**src/design/brtp_pkg.sv**
```systemverilog
// ----------------------------------------------------------------------------
// Bearing range turn planner package
// Widths, constants, the arctangent table and the pipeline word type.
// ----------------------------------------------------------------------------
package brtp_pkg;

  localparam int COORD_BITS    = 16;
  localparam int CORDIC_STAGES = 16;

  localparam int FIELD_W  = 16;
  localparam int DIFF_W   = COORD_BITS + 1;
  localparam int FRAC_W   = 16;
  localparam int CW       = DIFF_W + FRAC_W + 2;
  localparam int ACC_W    = 32;
  localparam int ROOT_W   = COORD_BITS + 1;
  localparam int SQRT_STEPS = ROOT_W;
  localparam int S_W      = 2 * SQRT_STEPS;
  localparam int REM_W    = ROOT_W + 3;
  localparam int NSTEP    = (CORDIC_STAGES > SQRT_STEPS) ? CORDIC_STAGES : SQRT_STEPS;
  localparam int TABLE_LEN = 24;

  localparam int ANGLE_W = 16;
  localparam int DIST_W  = 17;
  localparam int TURN_W  = 11;
  localparam int PHASE_W = 24;

  localparam int CFG_IDX_W  = 2;
  localparam int CFG_DATA_W = 16;
  localparam int TQ_W       = 10;
  localparam int DQ_W       = 16;

  localparam logic [CFG_IDX_W-1:0] REG_USE_HEADING = 2'd0;
  localparam logic [CFG_IDX_W-1:0] REG_TURN_SCALE  = 2'd1;
  localparam logic [CFG_IDX_W-1:0] REG_DRIVE_SCALE = 2'd2;

  localparam logic [TQ_W-1:0] TURN_SCALE_RST  = 10'd538;
  localparam logic [DQ_W-1:0] DRIVE_SCALE_RST = 16'd128;

  localparam logic [ANGLE_W-1:0] HDG_QUARTER = 16'd9000;
  localparam logic [ANGLE_W-1:0] HDG_WRAP    = 16'd45000;
  localparam logic [ANGLE_W-1:0] FULL_TURN   = 16'd36000;

  localparam logic [ACC_W-1:0] HALF_TURN_ACC = 32'h8000_0000;

  // Reciprocals for exact division of bounded values by 25 and by 5.
  localparam logic [16:0] RECIP25   = 17'd83887;
  localparam int          RECIP25_K = 21;
  localparam logic [25:0] RECIP5A   = 26'd53687092;
  localparam int          RECIP5A_K = 28;
  localparam logic [26:0] RECIP5B   = 27'd107374183;
  localparam int          RECIP5B_K = 29;

  typedef struct packed {
    logic                    vld;
    logic                    zero;
    logic [ANGLE_W-1:0]      math;
    logic signed [CW-1:0]    x;
    logic signed [CW-1:0]    y;
    logic [ACC_W-1:0]        acc;
    logic [S_W-1:0]          s;
    logic [REM_W-1:0]        rem;
    logic [ROOT_W-1:0]       root;
  } brtp_word_t;

  // atan(2^-i) in units where a full turn is 2^32.
  function automatic logic [ACC_W-1:0] atan_turn(input logic [4:0] idx);
    logic [ACC_W-1:0] v;
    unique case (idx)
      5'd0:  v = 32'h20000000;
      5'd1:  v = 32'h12E4051E;
      5'd2:  v = 32'h09FB385B;
      5'd3:  v = 32'h051111D4;
      5'd4:  v = 32'h028B0D43;
      5'd5:  v = 32'h0145D7E1;
      5'd6:  v = 32'h00A2F61E;
      5'd7:  v = 32'h00517C55;
      5'd8:  v = 32'h0028BE53;
      5'd9:  v = 32'h00145F2F;
      5'd10: v = 32'h000A2F98;
      5'd11: v = 32'h000517CC;
      5'd12: v = 32'h00028BE6;
      5'd13: v = 32'h000145F3;
      5'd14: v = 32'h0000A2FA;
      5'd15: v = 32'h0000517D;
      5'd16: v = 32'h000028BE;
      5'd17: v = 32'h0000145F;
      5'd18: v = 32'h00000A30;
      5'd19: v = 32'h00000518;
      5'd20: v = 32'h0000028C;
      5'd21: v = 32'h00000146;
      5'd22: v = 32'h000000A3;
      5'd23: v = 32'h00000051;
      default: v = '0;
    endcase
    return v;
  endfunction

endpackage

```
**src/design/brtp_front.sv**
```systemverilog
// ----------------------------------------------------------------------------
// Bearing range turn planner front end
// Differences, heading conversion, squares and CORDIC pre-rotation.
// ----------------------------------------------------------------------------
module brtp_front
  import brtp_pkg::*;
(
  input  logic               clk,
  input  logic               rst_n,
  input  logic               en,
  input  logic               in_vld,
  input  logic [FIELD_W-1:0] cur_x,
  input  logic [FIELD_W-1:0] cur_y,
  input  logic [FIELD_W-1:0] hdg,
  input  logic [FIELD_W-1:0] tgt_x,
  input  logic [FIELD_W-1:0] tgt_y,
  output brtp_word_t         word_out
);

  logic                     v1_r, v2_r, v3_r;
  logic signed [DIFF_W-1:0] dx_r, dy_r, dx_nxt, dy_nxt;
  logic [ANGLE_W-1:0]       m1_r, m2_r, m1_nxt;
  logic [COORD_BITS-1:0]    adx, ady;
  logic signed [DIFF_W-1:0] ndx, ndy;
  logic [2*COORD_BITS-1:0]  sqx_r, sqy_r;
  logic signed [CW-1:0]     x2_r, y2_r;
  logic [ACC_W-1:0]         acc2_r;
  logic                     zero2_r;
  brtp_word_t               w3_r, w3_nxt;

  // Stage one: coordinate differences and the math angle of the heading.
  always_comb begin
    dx_nxt = $signed({tgt_x[COORD_BITS-1], tgt_x[COORD_BITS-1:0]})
           - $signed({cur_x[COORD_BITS-1], cur_x[COORD_BITS-1:0]});
    dy_nxt = $signed({tgt_y[COORD_BITS-1], tgt_y[COORD_BITS-1:0]})
           - $signed({cur_y[COORD_BITS-1], cur_y[COORD_BITS-1:0]});
    if (hdg <= HDG_QUARTER) begin
      m1_nxt = HDG_QUARTER - hdg;
    end else if (hdg > HDG_WRAP) begin
      m1_nxt = hdg - HDG_WRAP;
    end else begin
      m1_nxt = HDG_WRAP - hdg;
    end
  end

  // Stage two: magnitudes squared and the vector folded into the right half plane.
  always_comb begin
    ndx = dx_r[DIFF_W-1] ? -dx_r : dx_r;
    ndy = dx_r[DIFF_W-1] ? -dy_r : dy_r;
    adx = ndx[COORD_BITS-1:0];
    ady = dy_r[DIFF_W-1] ? COORD_BITS'(-dy_r) : dy_r[COORD_BITS-1:0];
  end

  // Stage three: sum of squares feeds the square root.
  always_comb begin
    w3_nxt      = '0;
    w3_nxt.vld  = v2_r;
    w3_nxt.zero = zero2_r;
    w3_nxt.math = m2_r;
    w3_nxt.x    = x2_r;
    w3_nxt.y    = y2_r;
    w3_nxt.acc  = acc2_r;
    w3_nxt.s    = S_W'(sqx_r) + S_W'(sqy_r);
  end

  always_ff @(posedge clk) begin
    if (!rst_n) begin
      v1_r <= 1'b0;
      v2_r <= 1'b0;
      v3_r <= 1'b0;
    end else if (en) begin
      v1_r <= in_vld;
      v2_r <= v1_r;
      v3_r <= v2_r;
    end
  end

  always_ff @(posedge clk) begin
    if (en) begin
      dx_r    <= dx_nxt;
      dy_r    <= dy_nxt;
      m1_r    <= m1_nxt;
      m2_r    <= m1_r;
      sqx_r   <= adx * adx;
      sqy_r   <= ady * ady;
      x2_r    <= $signed({{(CW-DIFF_W-FRAC_W){ndx[DIFF_W-1]}}, ndx, {FRAC_W{1'b0}}});
      y2_r    <= $signed({{(CW-DIFF_W-FRAC_W){ndy[DIFF_W-1]}}, ndy, {FRAC_W{1'b0}}});
      acc2_r  <= dx_r[DIFF_W-1] ? HALF_TURN_ACC : '0;
      zero2_r <= (dx_r == '0) && (dy_r == '0);
      w3_r    <= w3_nxt;
    end
  end

  always_comb begin
    word_out     = w3_r;
    word_out.vld = v3_r;
  end

endmodule

```
**config.mk**
```make
export PLATFORM = sky130hd
export DESIGN_NAME = brtp_front
export DESIGN_NICKNAME = d
export VERILOG_FILES = /design/src/design/brtp_pkg.sv /design/src/design/brtp_front.sv
export SDC_FILE = /design/constraint.sdc
export NUM_CORES = 1
export LEC_CHECK = 0
export ABC_CLOCK_PERIOD_IN_PS = 14100
export BUFFER_PORTS_ARGS = -buffer_cell sky130_fd_sc_hd__buf_2
export CAP_MARGIN = 40
export CORE_AREA = 2 2 214 216
export CTS_BUF_LIST = sky130_fd_sc_hd__clkbuf_16
export DETAILED_ROUTE_END_ITERATION = 10
export DIE_AREA = 0 0 216 218
export PLACE_DENSITY = 0.8
export SLEW_MARGIN = 30
export SYNTH_ARGS = -nofsm -noshare
export SYNTH_HDL_FRONTEND = slang
export SYNTH_SLANG_ARGS = --single-unit
```
**constraint.sdc**
```tcl
create_clock -name clk -period 14.1 [get_ports clk]
set_clock_uncertainty 0.2 [all_clocks]
set_input_delay 0.705 -clock clk [delete_from_list [all_inputs] [get_ports clk]]
set_output_delay 0.705 -clock clk [all_outputs]
set_load 0.05 [all_outputs]
```
==> flow_metrics.env <==
export IMPL_status="finished, final reports clean"
export IMPL_crit_family="adder cells"
export IMPL_syn_area_sq_um=26600
export IMPL_reg2regPathDepth=30
export IMPL_max_slew_margin_rel_pct=45.98
export IMPL_post_dp_hpwl_um=47930
export IMPL_clock_root_buffer="clkbuf_16"
export IMPL_yosysTopAreaCell="edfxtp_1"
export IMPL_slowest_delay_ns=0.69
export IMPL_start_util_pct=59.25
export IMPL_hold_violations=0
export IMPL_pin_count=275
export IMPL_final_setup_viol_count=0
export IMPL_fp_dieArea_sq_um=47090
export IMPL_drtAntennaViolNets=0
export IMPL_diodes=0
export IMPL_area_growth_synth_to_final_pct=8.406
export IMPL_cts_hold_buf=0
export IMPL_clock_sinks=250
export IMPL_critical_path_class="reg -> reg"
export IMPL_grt_pass1_wl_um=97520
export IMPL_port_buffers=173
export IMPL_wire_per_inst_um=17.60
export IMPL_clk_pin_slew_ns=0.06
export IMPL_std_cell_rows=78
export IMPL_ys_flop_type="edfxtp_1"
export IMPL_synth_top_cell_area_share_pct=27.88
export IMPL_tritoncts="yes"
export IMPL_cap_viol_max_count=0
export IMPL_final_nets=3456
export IMPL_via_per_inst=5.434
export IMPL_vias=18514
export IMPL_start_kind="register"
export IMPL_async_flop_share_pct=0
export IMPL_first_pass_iters=5
export IMPL_cts_setup_buffers=0
export IMPL_r2r_end="sqy_r[28]"
export IMPL_die_w_um=216
export IMPL_final_cells=3407
export IMPL_clk_latency_ns=0.59
export IMPL_drive_gt1_share_pct=10.51
export IMPL_grt_max_degree=100
export IMPL_fin_crit_sh_pct=65.42
export IMPL_synth_cells=2600
export IMPL_pre_cts_slack_ns=4.950
export IMPL_setup_ws_ns=4.876
export IMPL_synth_area_leaders="edfxtp_1 (28%), fa_1 (25%), ha_1 (12%)"
export IMPL_worstPathArrival_ns=9.35
export IMPL_core_sq_um=44890
export IMPL_ff2ff_setup_slack_ns=4.88
export IMPL_grt_setup_unrepaired="false"
export IMPL_worst_slew_pin_slew_ns=0.8086
export IMPL_worstHoldStart="hdg[0]"
export IMPL_ys_ff_latch=250
export IMPL_hold_end="m1_r[0]"
export IMPL_path_buf_inv=5
export IMPL_grt_overflow=0
export IMPL_hold_class="in -> reg"
export IMPL_multi_input_area_sq_um=16550
export IMPL_synth_edf_count=247
export IMPL_cp_slowest_cell="o31ai_1"
export IMPL_grt_util_all_layers_pct=26.10
export IMPL_cp_data_required_time_ns=14.23
export IMPL_first_iter_violations=1337
export IMPL_synth_avg_cell_area_sq_um=10.23
export IMPL_fin_setup_tns_ns=0
export IMPL_wirelength_um=59960
export IMPL_drv_slew=0
export IMPL_fmax_ghz=0.1084
export IMPL_seq_area_sq_um=7477
export IMPL_cts_resized=0
export IMPL_post_route_drc_count=0
export IMPL_yosys_warnings=0
export IMPL_path_max_fanout=18
export IMPL_antenna_found_initial=2
export IMPL_clockBufferDepth=3
export IMPL_end_kind="register"
export IMPL_rr_startpoint="dy_r[0]"
export IMPL_yosys_cell_types_count=86
export IMPL_hold_depth=1
export IMPL_dieHeight_um=218
export IMPL_final_min_clock_period_ns=9.224
export IMPL_gp_congestion=0.9630
export IMPL_first_global_vias=19391
export IMPL_htree_levels=1
export IMPL_seq_area_frac_synth_pct=28.11
export IMPL_crit_top_cell="fa_1"
export IMPL_dpl_cell_count=3352
export IMPL_num_fill_cells=3568
export IMPL_numCtsBuffers=29
placed cells by master (no fill, tap or decap), drive strengths merged, types with 45 or more instances in the layout:
cell / count
fa: 326
o21ai: 69
xor2: 57
a21o: 45
xnor2: 112
nand2: 244
nor2: 183
conb: 101
edfxtp: 247
inv: 528
buf: 199
ha: 262
a21oi: 103
registers in the layout, indices dropped and copies added, names as in the netlist, 16 cells and up:
register,flops
dx_r,17
dy_r,17
m1_r,16
m2_r,16
sqx_r,31
sqy_r,31
word_out,85
x2_r,16
y2_r,16
cell families after synthesis:
group | synth area share, %
buffers and inverters | 11.12
adders and majority gates | 36.86
and+or+nand+nor | 9.770
AOI/OAI and AO/OA | 8.119
DFF | 28.11
xor gates and xnor gates | 5.819
muxes | 0.1929
other | 0.01410
through the flow:
stage	cell area [sq um]	utilization, %	hold WS [ns]
after floorplan	26970	-	0.2003
after global placement	27800	61.91	0.2008
after detailed placement	27860	62.05	0.2045
after CTS	28830	64.21	0.1083
after global routing	28840	64.23	0.1153
final	28840	64.23	0.1326
worst register-to-register path: cells and delay by family, from the launching register on:
family                   cells  cell delay (ns)
adder cells (fa/ha/maj)      8             3.47
AND/OR/NAND/NOR             10             2.40
flip-flops                   1             0.48
XOR/XNOR                     3             0.67
buffers and inverters        5             0.61
AO/OA/AOI/OAI                4             1.14
Yosys cell counts, drive strengths merged (3+ instances only):
master,number
mux2i,4
o31ai,11
o22ai,4
and3,5
a21oi,103
edfxtp,247
o211a,3
clkinv,8
o211ai,9
a21boi,9
a21o,45
a31o,5
o21bai,13
a311oi,3
dfxtp,3
and2,9
or3,7
nand3,27
fa,326
ha,262
clkbuf,34
xnor2,112
nand4,9
nor3,29
or2,7
a31oi,12
nand2,244
nand2b,17
buf,113
inv,519
nor2b,18
nor2,183
xor2,57
o21ai,69
o31a,3
nor4,6
nand3b,3
a211o,5
o21a,12
or4,6
nor3b,6
a211oi,13
worst max-delay path by stage:
stage / startpoint / endpoint / slack, ns / cells after the start
after floorplan: dy_r[0] / sqy_r[30] / 5.81 / 28
after global placement: dy_r[0] / sqy_r[30] / 5.34 / 29
after detailed placement: dy_r[0] / sqy_r[28] / 4.95 / 29
after CTS: dy_r[0] / sqy_r[28] / 4.93 / 29
after global routing: dy_r[0] / sqy_r[28] / 4.49 / 30
final: dy_r[0] / sqy_r[28] / 4.88 / 30
layout make-up:
class	instances	area share, %
repair buffers	200	3.827
inverters	527	6.886
clock buffers	29	2.517
multi-input cells	1776	57.39
well taps	600	2.603
clock inverters	25	0.8461
flip-flops and latches	250	25.93
layer usage:
metal  part of all wire (%)  vias to the layer above  global-route usage, %
li1                       -                     8552                      -
met1                     41                     9057                  34.21
met2                     48                      752                  44.13
met3                    7.8                      149                  4.435
met4                    3.3                        4                  9.110
met5                  0.060                        -                      0
Power is left out: the tool's default activity adds up to more than one toggle a clock period on the data nets, which glitch-free logic cannot reach.
